## src/hdl/prq_pkg.sv

```systemverilog
// Shared constants and codes for the priority ready queue.
package prq_pkg;

    // Default storage depth and priority width of the ready list.
    localparam int DEPTH_DEF     = 64;
    localparam int PRIO_BITS_DEF = 3;

    // Fixed field widths.
    localparam int ID_W     = 6;
    localparam int CMD_W    = 2;
    localparam int STATUS_W = 2;

    // Command codes carried on the input channel.
    typedef enum logic [CMD_W-1:0] {
        CMD_PUSH   = 2'd0,
        CMD_POP    = 2'd1,
        CMD_REMOVE = 2'd2
    } t_cmd;

    // Status codes returned with every result.
    typedef enum logic [STATUS_W-1:0] {
        ST_OK       = 2'd0,
        ST_FULL     = 2'd1,
        ST_EMPTY    = 2'd2,
        ST_NOTFOUND = 2'd3
    } t_status;

endpackage

```

## src/hdl/priority_ready_queue.sv

```systemverilog
// Priority ready queue: a sorted list of process slots walked by one read/write port.
//
// The queue holds up to DEPTH process slots in ascending priority order, equal
// priorities first in, first out, in a single-port-write memory with a registered
// read. Each command is one transfer in and exactly one result transfer out. A push
// walks the list from the tail towards the head, moving each entry of larger
// priority number one place down until the insertion point is found; a pop or a
// remove walks from the head, finds the entry and moves every later entry one place
// up. Reads are issued one per cycle and the write of the entry read in the previous
// cycle overlaps the next read. A pop or a remove always walks the whole list, also
// after its entry is found; a push walks only until the insertion point is found.
// A push into an empty list, an unused command code and a full or empty case need
// no walk. The one memory read port visits each entry of a walk once. A result that
// finds the output register still full waits until it is free or being emptied. The
// input is not ready while a command is being worked on; a finished result waits in
// the output register, and the next command may be taken while it waits.
module priority_ready_queue #(
    parameter int DEPTH     = prq_pkg::DEPTH_DEF,
    parameter int PRIO_BITS = prq_pkg::PRIO_BITS_DEF
) (
    input  logic                           i_clk,
    input  logic                           i_rst_n,
    // Command channel.
    input  logic                           i_valid,
    output logic                           o_ready,
    input  logic [prq_pkg::CMD_W-1:0]      i_command,
    input  logic [prq_pkg::ID_W-1:0]       i_proc_id,
    input  logic [PRIO_BITS-1:0]           i_priority_req,
    // Result channel.
    output logic                           o_valid,
    input  logic                           i_ready,
    output logic [prq_pkg::STATUS_W-1:0]   o_status,
    output logic [prq_pkg::ID_W-1:0]       o_out_id,
    output logic [PRIO_BITS-1:0]           o_out_priority,
    output logic [$clog2(DEPTH+1)-1:0]     o_queue_count
);
    import prq_pkg::*;

    localparam int AW = $clog2(DEPTH);
    localparam int CW = $clog2(DEPTH + 1);
    localparam int EW = ID_W + PRIO_BITS;

    // Sequencer states: idle, tail-first push walk, head-first pop/remove walk,
    // final write of a pushed entry at the head, and result hand-over.
    typedef enum logic [4:0] {
        S_IDLE = 5'b00001,
        S_PUSH = 5'b00010,
        S_REM  = 5'b00100,
        S_INS  = 5'b01000,
        S_RES  = 5'b10000
    } t_state;

    t_state                r_state, n_state;
    logic [CW-1:0]         r_count, n_count;
    t_cmd                  r_cmd, n_cmd;
    logic [ID_W-1:0]       r_id, n_id;
    logic [PRIO_BITS-1:0]  r_pr, n_pr;

    // Read pipeline: address being read, and the address whose data is in r_rdata.
    logic [AW-1:0]         r_raddr, n_raddr;
    logic                  r_issue, n_issue;
    logic                  r_rvld;
    logic [AW-1:0]         r_daddr;
    logic [EW-1:0]         r_rdata;

    // Remove bookkeeping.
    logic                  r_found, n_found;
    logic [ID_W-1:0]       r_fid, n_fid;
    logic [PRIO_BITS-1:0]  r_fpr, n_fpr;

    // Result waiting for the output register.
    t_status               r_res_st, n_res_st;
    logic [ID_W-1:0]       r_res_id, n_res_id;
    logic [PRIO_BITS-1:0]  r_res_pr, n_res_pr;

    // Output register.
    logic                  r_ovld, n_ovld;
    t_status               r_ostatus, n_ostatus;
    logic [ID_W-1:0]       r_oid, n_oid;
    logic [PRIO_BITS-1:0]  r_opr, n_opr;
    logic [CW-1:0]         r_ocount, n_ocount;

    // Memory write port.
    logic                  w_en;
    logic [AW-1:0]         w_addr;
    logic [EW-1:0]         w_data;

    logic [EW-1:0]         r_mem [DEPTH];

    // Fields of the entry read in the previous cycle.
    logic [ID_W-1:0]       rd_id;
    logic [PRIO_BITS-1:0]  rd_pr;
    logic                  rd_last;
    logic                  rd_hit;

    assign rd_id   = r_rdata[EW-1 -: ID_W];
    assign rd_pr   = r_rdata[PRIO_BITS-1:0];
    assign rd_last = (r_daddr == AW'(r_count - 1'b1));
    assign rd_hit  = !r_found && ((r_cmd == CMD_POP) || (rd_id == r_id));

    assign o_ready        = (r_state == S_IDLE);
    assign o_valid        = r_ovld;
    assign o_status       = r_ostatus;
    assign o_out_id       = r_oid;
    assign o_out_priority = r_opr;
    assign o_queue_count  = r_ocount;

    // List storage: up to one write and one registered read each cycle.
    always_ff @(posedge i_clk) begin
        if (w_en) begin
            r_mem[w_addr] <= w_data;
        end
        r_rdata <= r_mem[r_raddr];
    end

    always_comb begin
        n_state   = r_state;
        n_count   = r_count;
        n_cmd     = r_cmd;
        n_id      = r_id;
        n_pr      = r_pr;
        n_raddr   = r_raddr;
        n_issue   = r_issue;
        n_found   = r_found;
        n_fid     = r_fid;
        n_fpr     = r_fpr;
        n_res_st  = r_res_st;
        n_res_id  = r_res_id;
        n_res_pr  = r_res_pr;
        n_ovld    = r_ovld;
        n_ostatus = r_ostatus;
        n_oid     = r_oid;
        n_opr     = r_opr;
        n_ocount  = r_ocount;
        w_en      = 1'b0;
        w_addr    = r_raddr;
        w_data    = r_rdata;

        // The waiting result leaves on its transfer.
        if (r_ovld && i_ready) begin
            n_ovld = 1'b0;
        end

        unique case (r_state)
            S_IDLE: begin
                if (i_valid) begin
                    n_cmd    = t_cmd'(i_command);
                    n_id     = i_proc_id;
                    n_pr     = i_priority_req;
                    n_found  = 1'b0;
                    n_res_st = ST_OK;
                    n_res_id = '0;
                    n_res_pr = '0;
                    unique case (i_command) inside
                        CMD_PUSH: begin
                            if (r_count == CW'(DEPTH)) begin
                                n_res_st = ST_FULL;
                                n_state  = S_RES;
                            end else if (r_count == '0) begin
                                n_raddr = '0;
                                n_state = S_INS;
                            end else begin
                                n_raddr = AW'(r_count - 1'b1);
                                n_issue = 1'b1;
                                n_state = S_PUSH;
                            end
                        end
                        CMD_POP, CMD_REMOVE: begin
                            if (r_count == '0) begin
                                n_res_st = (i_command == CMD_POP) ? ST_EMPTY : ST_NOTFOUND;
                                n_state  = S_RES;
                            end else begin
                                n_raddr = '0;
                                n_issue = 1'b1;
                                n_state = S_REM;
                            end
                        end
                        default: begin
                            n_state = S_RES;
                        end
                    endcase
                end
            end

            S_PUSH: begin
                // Walk from the tail; each entry behind the new one moves down a place.
                if (r_issue) begin
                    if (r_raddr == '0) begin
                        n_issue = 1'b0;
                    end else begin
                        n_raddr = r_raddr - 1'b1;
                    end
                end
                if (r_rvld) begin
                    w_en   = 1'b1;
                    w_addr = AW'(r_daddr + 1'b1);
                    if (rd_pr > r_pr) begin
                        w_data = r_rdata;
                        if (r_daddr == '0) begin
                            n_issue = 1'b0;
                            n_raddr = '0;
                            n_state = S_INS;
                        end
                    end else begin
                        w_data  = {r_id, r_pr};
                        n_issue = 1'b0;
                        n_count = r_count + 1'b1;
                        n_state = S_RES;
                    end
                end
            end

            S_INS: begin
                // The new entry goes to the head, or into an empty list.
                w_en    = 1'b1;
                w_addr  = r_raddr;
                w_data  = {r_id, r_pr};
                n_count = r_count + 1'b1;
                n_state = S_RES;
            end

            S_REM: begin
                // Walk from the head; once the entry is found every later one moves up.
                if (r_issue) begin
                    if (r_raddr == AW'(r_count - 1'b1)) begin
                        n_issue = 1'b0;
                    end else begin
                        n_raddr = r_raddr + 1'b1;
                    end
                end
                if (r_rvld) begin
                    if (r_found) begin
                        w_en   = 1'b1;
                        w_addr = r_daddr - 1'b1;
                        w_data = r_rdata;
                    end
                    if (rd_hit) begin
                        n_found = 1'b1;
                        n_fid   = rd_id;
                        n_fpr   = rd_pr;
                    end
                    if (rd_last) begin
                        n_issue = 1'b0;
                        n_state = S_RES;
                        if (r_found || rd_hit) begin
                            n_count  = r_count - 1'b1;
                            n_res_st = ST_OK;
                            n_res_id = rd_hit ? rd_id : r_fid;
                            n_res_pr = rd_hit ? rd_pr : r_fpr;
                        end else begin
                            n_res_st = ST_NOTFOUND;
                        end
                    end
                end
            end

            S_RES: begin
                // Load the output register once it is free or being emptied.
                if (!r_ovld || i_ready) begin
                    n_ovld    = 1'b1;
                    n_ostatus = r_res_st;
                    n_oid     = r_res_id;
                    n_opr     = r_res_pr;
                    n_ocount  = r_count;
                    n_state   = S_IDLE;
                end
            end

            default: begin
                n_state = S_IDLE;
            end
        endcase
    end

    always_ff @(posedge i_clk) begin
        if (!i_rst_n) begin
            r_state <= S_IDLE;
            r_count <= '0;
            r_issue <= 1'b0;
            r_rvld  <= 1'b0;
            r_ovld  <= 1'b0;
        end else begin
            r_state <= n_state;
            r_count <= n_count;
            r_issue <= n_issue;
            r_rvld  <= r_issue;
            r_ovld  <= n_ovld;
        end
    end

    always_ff @(posedge i_clk) begin
        r_cmd     <= n_cmd;
        r_id      <= n_id;
        r_pr      <= n_pr;
        r_raddr   <= n_raddr;
        r_daddr   <= r_raddr;
        r_found   <= n_found;
        r_fid     <= n_fid;
        r_fpr     <= n_fpr;
        r_res_st  <= n_res_st;
        r_res_id  <= n_res_id;
        r_res_pr  <= n_res_pr;
        r_ostatus <= n_ostatus;
        r_oid     <= n_oid;
        r_opr     <= n_opr;
        r_ocount  <= n_ocount;
    end

endmodule

```

## config.mk

```make
export PLATFORM = sky130hd
export DESIGN_NAME = priority_ready_queue
export DESIGN_NICKNAME = d
export VERILOG_FILES = /design/src/hdl/prq_pkg.sv /design/src/hdl/priority_ready_queue.sv
export SDC_FILE = /design/constraint.sdc
export NUM_CORES = 1
export LEC_CHECK = 0
export BUFFER_PORTS_ARGS = -buffer_cell sky130_fd_sc_hd__buf_4
export CAP_MARGIN = 20
export CORE_ASPECT_RATIO = 1.25
export CORE_MARGIN = 8
export CORE_UTILIZATION = 50
export DETAILED_ROUTE_END_ITERATION = 6
export PLACE_DENSITY_LB_ADDON = 0.1
export SLEW_MARGIN = 10
export SYNTH_ARGS = -nofsm -noshare
export SYNTH_HDL_FRONTEND = slang
export SYNTH_SLANG_ARGS = --single-unit
```

## constraint.sdc

```tcl
create_clock -name i_clk -period 6.2 [get_ports i_clk]
set_input_delay 1.24 -clock i_clk [delete_from_list [all_inputs] [get_ports i_clk]]
set_output_delay 1.24 -clock i_clk [all_outputs]
set_load 0.005 [all_outputs]
```

* Yosys cells after proc, flatten, opt, wreduce, memory -nomap -nowiden
Memories as Yosys holds them, arrays and structs flattened. A register that Yosys moved wholly into a read port is not among the register bits.
Cells that the tools add are included.
** Operators by class
- Add/sub/neg operators :: 6
- Magnitude comparators :: 1
- Eq/ne operators :: 26
- Muxes and demuxes :: 86
- Reductions and logical operators :: 25
** Operator list (count)
- $mux 6 :: 19
- $mux 5 :: 9
- $pmux 6 s2 :: 3
- $mux 7 :: 5
- $mux 1 :: 25
- $pmux 5 s5 :: 1
- $pmux 7 s3 :: 1
- $ne 2x2->1 const B :: 10
- $eq 6x6->1 :: 3
- $mux 9 :: 2
- $pmux 6 s3 :: 1
- $pmux 9 s2 :: 1
- $mux 3 :: 5
- $add 6x1->6 const B :: 2
- $logic_not 6->1 :: 2
- $reduce_and 4->1 :: 3
- $reduce_and 6->1 :: 2
- $sub 6x1->6 const B :: 2
- $mux 2 :: 5
- $pmux 5 s2 :: 1
- $ne 3x3->1 const B :: 3
- $pmux 2 s2 :: 2
- $add 7x1->7 const B :: 1
- $eq 7x7->1 const B :: 1
- 25 further kinds :: 35
** Word-level totals
- Register bits :: 77
- Bits in writable memories :: 576
- Input bits :: 15
- Output and inout bits :: 20
- Word-level logic and storage cells :: 165
- Memories kept :: 1
** Memory list
- r_mem :: words 64, width 9, rd ports 1, clocked after Yosys merged registers in 1, wr ports 1, RTL line priority_ready_queue.sv:88 : logic [EW-1:0] r_mem [DEPTH];

* Logic depth before layout (Yosys ltp)
Gate-level depths: netlist of run 1.
- Word-level depth :: 8
- Depth in mapped cells :: 11
- Depth with buffers taken out :: 8

* Worst setup path after synthesis of run 1
No wires, ideal clock.
- Kind :: register -> register
- Start :: register r_state[3]
- End :: memory r_mem[0][1] (netlist name) (data pin)
- Arrival time :: 4.002 ns
- Data required time :: 5.498 ns
- Slack :: 1.496 ns
- Stages on the path, launching flop included :: 7
- Path buffers :: 2
- Period minus slack after synthesis :: 4.704 ns
- Path through :: dfxtp_1 > clkbuf_2 > or3_4 > nor2_1 > a31oi_1 > clkbuf_1 > o21ai_0
** On the way
- Word-level cells in the longest chain between the ends :: 2
- Elaborated cells on any way between the ends :: 3
** RTL lines
- start: declaration :: RTL line priority_ready_queue.sv:53 : t_state r_state, n_state;
- start signal: assignment :: RTL line priority_ready_queue.sv:283 : r_state <= n_state;
- $eq 5x4->1 or $eq 5x2->1 (tied branches) :: RTL line priority_ready_queue.sv:144 : unique case (r_state)
- $pmux 9 s2 (*) :: RTL line priority_ready_queue.sv:144
- named net w_data[1] :: RTL line priority_ready_queue.sv:86 : logic [EW-1:0] w_data;
- end: declaration :: RTL line priority_ready_queue.sv:88
Mark *: on every way through the listed nets, which the timed path passes. The rest lies on a longest branch.

* Worst setup path after layout of run 1
- Start :: register r_state[0]
- End :: memory r_mem[35][2] (netlist name), enable pin
** On the way
- Word-level cells in the longest chain between the ends :: 4
- Elaborated cells on any way between the ends :: 7
** RTL lines
- $eq 5x3->1 (tied with other cells) :: RTL line priority_ready_queue.sv:144
- $pmux 1 s3 :: RTL line priority_ready_queue.sv:144
- $mux 1 :: RTL line priority_ready_queue.sv:110 : if (w_en) begin
- $mux 1 (implied by the code) :: RTL line priority_ready_queue.sv:111 : r_mem[w_addr] <= w_data;
Parallel ways exist; a longest one is shown, timed or not.

==> results of run 1 <==
==> final timing paths <==
kind | from | end | slack, ps
worst max-delay path | r_state[0] | r_mem[35][2] | 1750
worst min-delay path | r_res_id[0] | o_out_id[0] | 420
worst max register to register | r_state[0] | r_mem[35][2] | 1750
worst min register to register | r_res_id[0] | o_out_id[0] | 420
==> through the flow <==
stage / instance area [sq um] / utilization (%)
2_1_floorplan: 27100 / -
3_3_place_gp: 28300 / 52.8
3_5_place_dp: 28400 / 53.0
4_1_cts: 30500 / 56.8
5_1_grt: 30500 / 56.9
6_report: 30500 / 56.9
==> worst max-delay path: cells and delay by family, from the launching register on <==
family	cells	cell delay, ps
AO/OA/AOI/OAI	2	1190
flip-flops	1	390
AND/OR/NAND/NOR	4	2480
==> layout make-up <==
type	count	area [sq um]	share of cell area (%)
clock buffer	78	1720	5.63
timing repair buffer	92	721	2.36
tap	727	910	2.98
multi-input combinational	614	7120	23.3
sequential	662	19600	64.2
clock inverter	35	352	1.15
inverter	25	93.8	0.308
==> kinds of logic (layout without fill, tap and decap cells) <==
logic type                 count (synthesis)  count (layout)  share of synthesized area, %
adders and majority gates                 14              14                         0.647
AOI/OAI and AO/OA                        121             121                          3.11
buffers and inverters                    112             230                          1.88
muxes                                    213             213                          16.3
and+or+nand+nor                          233             233                          4.64
xor gates and xnor gates                  33              33                          1.12
DFF                                      662             662                          72.3
==> power groups by stage <==
stage	sequential (mW)	clock [mW]	combinational (mW)
3_3_place_gp	5.47	0	1.42
3_5_place_dp	5.47	0	1.44
6_report	5.38	3.88	1.42
4_1_cts	5.38	3.97	1.44
5_1_grt	5.39	4.11	1.52
2_1_floorplan	5.45	0	0.867
==> state kept, by name, indices dropped and copies added, names as in the netlist, 2 cells and up <==
name            flops
r_fid               6
o_out_priority      3
o_out_id            6
r_raddr             6
r_count             7
r_daddr             6
r_res_st            2
r_state             5
r_rdata             9
r_id                6
r_fpr               3
r_cmd               2
r_mem             576
r_res_pr            3
r_res_id            6
o_status            2
r_pr                3
o_queue_count       7
==> cells in the final DEF, fill, tap and decap left out, types with 11 or more instances in the layout <==
| cell type | n |
|---|---|
| edfxtp_1 | 632 |
| mux4_2 | 180 |
| buf_4 | 84 |
| clkbuf_16 | 67 |
| nor2_1 | 56 |
| nand2_1 | 30 |
| dfxtp_1 | 30 |
| nand3_1 | 25 |
| inv_1 | 24 |
| a21oi_1 | 24 |
| o21ai_0 | 23 |
| nor3_1 | 20 |
| mux2_2 | 20 |
| clkinv_1 | 16 |
| xnor2_1 | 16 |
| xor2_1 | 16 |
| ha_1 | 14 |
| and2_1 | 13 |
| mux2i_1 | 12 |
| nor4_2 | 11 |
| clkbuf_1 | 11 |
==> per-layer routing <==
layer	share of wire [%]	wire length (um)	vias up	global-route usage, %
li1	-	-	5865	-
met1	43	26700	7211	28.6
met2	48	30300	519	32.3
met3	5.9	3680	94	2.71
met4	3.1	1960	0	7.54
met5	0	0	-	0
==> qor.txt, run 1 <==
Sw frac -> 25.0%
Synth Area per Inst -> 19.5 sq um
Area leader, netlist -> edfxtp_1
Worst hold path cell count -> 0
1st-iter DRT viols -> 1368
Max Fclk -> 225 MHz
Slowest cell on the critical path -> nor2_1
Starting Density -> 50.5%
Gr ovfl total -> 0
Power share of the sequential group -> 50.4%
Vias per cell -> 6.13
First drt pass iteration count -> 5
Cts repair resizes -> 0
Root buffer cell -> clkbuf_16
Hold slack -> 416 ps
Drt drc -> 0
CP Capture Type -> flip-flop
CP Cell Sequence -> nor3_2 > nand2_1 > o21ai_0 > a22o_1 > nand3_1 > nor2_1
DP HPWL -> 38.9 mm
H-tree depth -> 3
Port bufs -> 34
Die area -> 61900 sq um
Synth warnings -> 0
Run status -> completed
R2R depth -> 6
Layout Cells excl Fill -> 2233
Initial antenna violation count -> 0
Yosys reg bits -> 662
Worst-path clk slew -> 60 ps
Overall power -> 10.7 mW
Clk sinks -> 662
Global-route wire length before repair -> 93.0 mm
Final worst slack -> 1750 ps
Hold crit path type -> flip-flop to flip-flop
WP data required -> 6410 ps
Synth area leaders -> edfxtp_1, mux4_2, dfxtp_1
Avg WL per Cell -> 28.0 um
Comb pwr share -> 13.3%
Max_cap viols -> 0
Pwr per Cell Area -> 350 nW/um^2
Setup Skew -> 19.9 ps
Final hold violation count -> 0
Worst slew margin -> 29.8%
Layout Area Growth over Synthesis -> 12.6%
Layout cells sized above 1 -> 27.8%
Die X -> 224 um
CTS tree -> done
Top-area cell type share of the netlist area -> 70.1%
Critical Path AT -> 4670 ps
Crit Path Category -> flip-flop to flip-flop
RSZ-0062 raised after global routing -> false
Routed Wire Length -> 62.6 mm
Mapped Cells -> 1388
Placed Cells incl. Taps -> 2117
Die span in y -> 276 um
Total CTS buffers -> 66
VDD IR max -> 219 uV
Largest stage delay on the critical path -> 880 ps
Number of routed nets with antenna violations -> 0
Final Max Slew Viols -> 0
Final setup fails -> 0
Fillers -> 3998
Post-synthesis sequential area ratio -> 72.3%
Ant diodes -> 0
Sw power -> 2.67 mW
Clock network power share -> 36.3%
Pre-CTS setup slack -> 1940 ps
Row cnt -> 95
Worst slew pin tran -> 1050 ps
Worst-skew pair later-pin latency -> 590 ps
Leading post-synthesis cells by instance count -> edfxtp_1, mux4_2, nor2_1
Synth Cell Area -> 27100 sq um
Final net count -> 1490
Via count -> 13.7k
CTS Hold Bufs -> 0
Post-synth EDFFs -> 632
Clock Path Buffers -> 3
GRT Resource Usage Total -> 20.3%
Ports -> 35
Core box area -> 53600 sq um
Pin count of the biggest net entering global routing -> 102
Gp weighted congestion -> 0.904
Netlist cell types -> 76
Vias in the first global route -> 13.8k
Buffer count from post-CTS setup fixing -> 0
CP max FO -> 16
Fin crit period -> 4450 ps
Startpoint types -> flip-flop
TNS Setup -> 0 ps
Static power due to leakage -> 9.63 nW
Count leader, synth -> edfxtp_1
Internal Power -> 8.01 mW
Asr flop ratio synth -> 0%
Final period util -> 71.8%
Prevailing post-synth register cell -> edfxtp_1
Syn nets -> 1417
(Power assumes the default switching activity.)
==> run 2, diff against run 1 <==
Settings changed: ABC_AREA set to 1.
Clock period 6.2 ns to 4.2 ns, I/O delays scaled along.
==> run 2 against run 1 <==
  * Core utilization shrank 0.074 points
  * Sequential share of layout area decreased by 1.3 points
  * Global-route usage up 3.0 points
  * Cell area up 2.0%
  * Wire length is 18% higher
  * Fmax is 35% higher
  * Total power is 96% higher
  * Sequential power rose by 61%
  * Critical path type unchanged
  * Combinational power rose to 4.6 times the previous value
  * Register-to-register slack worse by 830 ps
  * Clock-buffer cell count grew 6
==> qor.txt, run 2 <==
Global-route wire length before repair -> 111 mm (was 93.0 mm)
Area leader, netlist -> edfxtp_1 (unchanged)
Layout cells sized above 1 -> 11.5% (was 27.8%)
Post-synthesis sequential area ratio -> 70.8% (was 72.3%)
Fillers -> 4519 (was 3998)
Crit Path Category -> flip-flop to flip-flop (unchanged)
RSZ-0062 raised after global routing -> false (unchanged)
Initial antenna violation count -> 0 (unchanged)
1st-iter DRT viols -> 1862 (was 1368)
CP max FO -> 30 (was 16)
GRT Resource Usage Total -> 23.3% (was 20.3%)
Critical Path AT -> 3490 ps (was 4670 ps)
Clk sinks -> 662 (unchanged)
CP Capture Type -> flip-flop (unchanged)
Overall power -> 20.9 mW (was 10.7 mW)
Row cnt -> 96 (was 95)
Final worst slack -> 912 ps (was 1750 ps)
Final hold violation count -> 0 (unchanged)
Buffer count from post-CTS setup fixing -> 0 (unchanged)
Vias in the first global route -> 17.8k (was 13.8k)
Prevailing post-synth register cell -> edfxtp_1 (unchanged)
Starting Density -> 50.5% (about the same)
Largest Register -> r_mem (unchanged)
Syn nets -> 2344 (was 1417)
Synth Cell Area -> 27600 sq um (was 27100 sq um)
Area of the multi-input gates -> 7210 sq um (was 7120 sq um)
DP HPWL -> 45.3 mm (was 38.9 mm)
VDD IR max -> 436 uV (was 219 uV)
Fin crit period -> 3290 ps (was 4450 ps)
Number of routed nets with antenna violations -> 0 (unchanged)
Pre-CTS setup slack -> 910 ps (was 1940 ps)
Avg WL per Cell -> 23.6 um (was 28.0 um)
Asr flop ratio synth -> 0% (unchanged)
Gr ovfl total -> 0 (unchanged)
Hold slack -> 417 ps (was 416 ps)
CTS Hold Bufs -> 0 (unchanged)
Port bufs -> 34 (unchanged)
Max FFs per register -> 576 (unchanged)
Layout Cells excl Fill -> 3140 (was 2233)
Final Cell Area -> 31100 sq um (was 30500 sq um)
Die area -> 63100 sq um (was 61900 sq um)
Worst slew margin -> 30.9% (was 29.8%)
WP data required -> 4410 ps (was 6410 ps)
Yosys reg bits -> 662 (unchanged)
Final Max Slew Viols -> 0 (unchanged)
Via count -> 18.2k (was 13.7k)
Area after DPL -> 29000 sq um (was 28400 sq um)
Root buffer cell -> clkbuf_16 (unchanged)
Pin count of the biggest net entering global routing -> 159 (was 102)
Synth warnings -> 0 (unchanged)
Vias per cell -> 5.79 (was 6.13)
Pwr per Cell Area -> 671 nW/um^2 (was 350 nW/um^2)
Clock Path Buffers -> 3 (unchanged)
Max_cap viols -> 0 (unchanged)
Total CTS buffers -> 66 (unchanged)
TNS Setup -> 0 ps (unchanged)
Worst slew pin tran -> 1030 ps (was 1050 ps)
H-tree depth -> 3 (unchanged)
Post-synth EDFFs -> 632 (unchanged)
Cts repair resizes -> 0 (unchanged)
Synth Area per Inst -> 11.9 sq um (was 19.5 sq um)
Die span in y -> 279 um (was 276 um)
Leading post-synthesis cells by instance count -> edfxtp_1, nor2_1, o21ai_0 (was edfxtp_1, mux4_2, nor2_1)
Hold crit path type -> flip-flop to flip-flop (unchanged)
Startpoint types -> flip-flop (unchanged)
Core box area -> 54800 sq um (was 53600 sq um)
Synth area leaders -> edfxtp_1, nor2_1, o21ai_0 (was edfxtp_1, mux4_2, dfxtp_1)
Max Fclk -> 304 MHz (was 225 MHz)
Top-area cell type share of the netlist area -> 68.6% (was 70.1%)
Layout Area Growth over Synthesis -> 12.5% (was 12.6%)
Reg area -> 19600 sq um (unchanged)
Worst-path clk slew -> 60 ps (about the same)
Static power due to leakage -> 10.6 nW (was 9.63 nW)
Layout Utilization -> 56.8% (was 56.9%)
Gp weighted congestion -> 0.880 (was 0.904)
Ports -> 35 (unchanged)
First drt pass iteration count -> 7 (was 5)
Final net count -> 2387 (was 1490)
Worst-skew pair later-pin latency -> 600 ps (was 590 ps)
Die X -> 226 um (was 224 um)
Run status -> completed (unchanged)
Drt drc -> 0 (unchanged)
CTS tree -> done (unchanged)
Placed Cells incl. Taps -> 3023 (was 2117)
Biggest regs -> r_mem: 576 flops, r_rdata: 9 flops (unchanged)
Routed Wire Length -> 74.1 mm (was 62.6 mm)
Count leader, synth -> edfxtp_1 (unchanged)
Final period util -> 78.3% (was 71.8%)
Final setup fails -> 0 (unchanged)
Commonest non-fill, non-tap cell in the layout -> edfxtp_1 (unchanged)
Ant diodes -> 0 (unchanged)
Setup Skew -> 22.6 ps (was 19.9 ps)
Highest-count cells in the layout ignoring fill and taps -> edfxtp_1, nor2_1, o21ai_0 (was edfxtp_1, mux4_2, buf_4)
Mapped Cells -> 2315 (was 1388)
Netlist cell types -> 42 (was 76)
## run 2: final timing paths
check	startpoint	endpoint	slack, ps	depth (start not counted)
setup / recovery	r_state[1]	r_mem[25][7]	910	13
hold reg to reg	r_res_id[0]	o_out_id[0]	420	0
hold / removal	r_res_id[0]	o_out_id[0]	420	0
setup reg to reg	r_state[1]	r_mem[25][7]	910	13
## run 2: power breakdown
group          switching, mW  internal (mW)  total [mW]  leakage [nW]
clock                   2.40           3.31        5.71          1.01
sequential             0.239           8.43        8.67          5.96
combinational           4.84           1.67        6.51          3.66
## run 2: cells by family (layout without fill, tap and decap cells)
group / count (synthesis) / count (layout) / synth area share [%]
XOR/XNOR: 16 / 16 / 0.507
AND/OR/NAND/NOR: 871 / 871 / 14.0
flip-flops: 662 / 662 / 70.8
AO/OA/AOI/OAI: 520 / 520 / 10.6
adder cells (fa/ha/maj): 14 / 14 / 0.634
multiplexers: 1 / 1 / 0.0407
buffers and inverters: 231 / 321 / 3.43
## run 2: layout make-up
type                            count  share of cell area, %
Inverter                           99                   1.23
Sequential cell                   662                   62.9
Clock inverter                     31                  0.917
Timing Repair Buffer              107                   3.05
Tap cell                          735                   2.96
Clock buffer                       84                   5.73
Multi-Input combinational cell   1422                   23.2
## run 2: routing by layer
layer / vias to the layer above / GRT usage, % / part of all wire (%)
met2: 644 / 38.6 / 49
li1: 8421 / - / -
met4: 0 / 9.71 / 3.7
met5: - / 0 / 0
met3: 129 / 2.86 / 6.1
met1: 8971 / 31.0 / 41
## run 2: worst max-delay path, stage by stage, from the launching register on
cell     delay (ps)
dfxtp_1         350
inv_2            90
nand2_2          70
nor2_4          190
nand2_4         260
nor2_4          380
nand2_4         130
nand2_8         110
inv_4            60
nand2_4          50
nand3_2         130
nor2_4          180
nand2_4         150
nor2_1          750
==> run 3, diff against run 2 <==
Clock period 4.2 ns to 3 ns, I/O delays scaled along.
==> run 3 against run 2 <==
  * Total power is 42% higher
  * First-iteration DRC count is 7.1% lower
  * Sequential cell count stayed put
  * Combinational power is 46% higher
  * Sequential share of layout area is 1.2 points lower
  * Setup slack worse by 570 ps
  * Final cell count is 2.0% higher
  * Hold slack worse by 240 ps
  * Clock power is 42% higher
  * Largest cell class unchanged
==> qor.txt, run 3 (same netlist as run 2, synthesis figures left out) <==
Run status -> completed (unchanged)
Worst-skew pair later-pin latency -> 600 ps (about the same)
Worst slew margin -> 44.5% (was 30.9%)
Largest Register -> r_mem (unchanged)
CTS Hold Bufs -> 0 (unchanged)
Max_cap viols -> 0 (unchanged)
Hold crit path type -> primary input to flip-flop (was flip-flop to flip-flop)
Final worst slack -> 343 ps (was 912 ps)
Worst Hold End -> r_pr[1] (was o_out_id[0])
Comb pwr share -> 31.9% (was 31.1%)
Area after DPL -> 29600 sq um (was 29000 sq um)
Drt drc -> 0 (unchanged)
Max FFs per register -> 576 (unchanged)
Register-to-register setup slack -> 340 ps (was 910 ps)
Routed Wire Length -> 73.3 mm (was 74.1 mm)
Pre-CTS setup slack -> 396 ps (was 910 ps)
Ant diodes -> 0 (unchanged)
Commonest non-fill, non-tap cell in the layout -> edfxtp_1 (unchanged)
Hold_sp -> i_priority_req[1] (was r_res_id[0])
Die span in y -> 279 um (unchanged)
Global-route wire length before repair -> 111 mm (about the same)
Highest-count cells in the layout ignoring fill and taps -> edfxtp_1, nor2_1, o21ai_0 (unchanged)
H-tree depth -> 3 (unchanged)
Setup Skew -> 23.5 ps (was 22.6 ps)
Die X -> 226 um (unchanged)
CP Cell Sequence -> inv_1 > ha_1 > nand2_1 > o21ai_0 > inv_1 > o21ai_2 > buf_4 > nand2_1 > o21ai_4 > buf_12 (was inv_2 > nand2_2 > nor2_4 > nand2_4 > nor2_4 > nand2_4 > nand2_8 > inv_4 > nand2_4 > nand3_2 > nor2_4 > nand2_4 > nor2_1)
Clk sinks -> 662 (unchanged)
Gr ovfl total -> 0 (unchanged)
Total CTS buffers -> 67 (was 66)
Worst-path clk slew -> 60 ps (about the same)
Internal Power -> 19.1 mW (was 13.4 mW)
Pin count of the biggest net entering global routing -> 99 (was 159)
Final setup fails -> 0 (unchanged)
Number of routed nets with antenna violations -> 0 (unchanged)
TNS Setup -> 0 ps (unchanged)
Worst hold path cell count -> 1 (was 0)
Slowest cell on the critical path -> edfxtp_1 (was nor2_1)
Static power due to leakage -> 11.0 nW (was 10.6 nW)
Max Fclk -> 376 MHz (was 304 MHz)
Via count -> 18.5k (was 18.2k)
Final period util -> 88.6% (was 78.3%)
VDD IR max -> 591 uV (was 436 uV)
CP max FO -> 44 (was 30)
Die area -> 63100 sq um (unchanged)
Buf/Inv on CP -> 4 (was 2)
Crit Path Category -> flip-flop to flip-flop (unchanged)
Avg WL per Cell -> 22.9 um (was 23.6 um)
Vias per cell -> 5.77 (was 5.79)
Sw power -> 10.6 mW (was 7.48 mW)
Final Cell Area -> 31700 sq um (was 31100 sq um)
DP HPWL -> 45.1 mm (was 45.3 mm)
Vias in the first global route -> 17.9k (was 17.8k)
Layout cells sized above 1 -> 13.5% (was 11.5%)
Worst R2R End -> r_mem[17][2] (was r_mem[25][7])
Clock network power share -> 27.2% (was 27.4%)
Biggest regs -> r_mem: 576 flops, r_rdata: 9 flops (unchanged)
Final net count -> 2446 (was 2387)
Ports -> 35 (unchanged)
WP data required -> 3400 ps (was 4410 ps)
Row cnt -> 96 (unchanged)
RSZ-0062 raised after global routing -> false (unchanged)
Gp weighted congestion -> 0.917 (was 0.880)
Layout Area Growth over Synthesis -> 14.7% (was 12.5%)
Final Max Slew Viols -> 0 (unchanged)
CP Capture Type -> flip-flop (unchanged)
GRT Resource Usage Total -> 23.1% (was 23.3%)
First drt pass iteration count -> 5 (was 7)
1st-iter DRT viols -> 1730 (was 1862)
Power share of the sequential group -> 40.9% (was 41.5%)
Largest stage delay on the critical path -> 340 ps (was 750 ps)
Fin crit period -> 2660 ps (was 3290 ps)
Core box area -> 54800 sq um (unchanged)
Port bufs -> 34 (unchanged)
Initial antenna violation count -> 0 (unchanged)
Sw frac -> 35.7% (was 35.8%)
Worst r2r src -> r_pr[2] (was r_state[1])
CTS tree -> done (unchanged)
Root buffer cell -> clkbuf_16 (unchanged)
Family with the most delay on the worst path -> buffers and inverters (was simple AND/OR/NAND/NOR gates)
Pwr per Cell Area -> 936 nW/um^2 (was 671 nW/um^2)
Cts repair resizes -> 0 (unchanged)
Starting Density -> 50.5% (unchanged)
R2R depth -> 10 (was 13)
Worst slew pin tran -> 830 ps (was 1030 ps)
Clock Path Buffers -> 3 (unchanged)
Buffer count from post-CTS setup fixing -> 0 (unchanged)
Startpoint types -> flip-flop (unchanged)
Critical Path AT -> 3060 ps (was 3490 ps)
Final hold violation count -> 0 (unchanged)
==> run 3: changes by cell type in the layout (fill, tap and decap cells not counted) <==
cell	previous run	this run
clkbuf_16	69	71
bufinv_16	5	4
buf_4	96	141
clkbuf_1	15	16
buf_16	1	0
clkinv_1	15	20
buf_12	10	24
inv_6	4	2
clkinvlp_4	2	1
==> run 3: how the worst max path moves through the flow <==
stage	startpoint	slack [ps]	depth (start not counted)	endpoint
2_1_floorplan	r_pr[2]	-410	9	r_mem[0][3]
3_3_place_gp	r_state[1]	440	12	r_mem[27][8]
3_5_place_dp	r_pr[2]	400	10	r_mem[27][2]
4_1_cts	r_pr[2]	350	10	r_mem[21][2]
5_1_grt	r_state[1]	150	12	r_mem[46][0]
6_report	r_pr[2]	340	10	r_mem[17][2]
==> run 3: per-stage QoR <==
stage	util [%]	power, mW	cells	hold slack (ps)
floorplan	-	17.8	2315	343
finish	57.9	29.7	3202	173
global route	57.9	31.0	3202	159
CTS	57.9	29.8	3202	144
detailed placement	54.1	21.8	3083	406
global placement	54.1	21.6	3083	401
==> run 3: metal layers <==
layer	global-route usage (%)	part of all wire (%)	vias up
li1	-	-	8532
met1	29.9	41	9134
met2	38.5	49	665
met3	3.33	6.1	149
met4	10.2	4.0	0
met5	0	0	-
==> run 3: final cells by class <==
cell class | instances | area, sq um
sequential | 662 | 19600
inverter | 99 | 384
clock inverter | 32 | 249
clock buffer | 87 | 1840
fill | 4489 | 23100
tap | 735 | 920
timing repair buffer | 165 | 1540
multi-input combinational | 1422 | 7210
==> run 3: power groups by stage <==
stage                     Clock (mW)  Combinational, mW  Sequential [mW]
after floorplan                    0               5.50             12.3
after detailed placement           0               9.43             12.3
final                           8.08               9.49             12.1
after CTS                       8.23               9.47             12.1
after global placement             0               9.30             12.3
after global routing            8.54               10.3             12.2
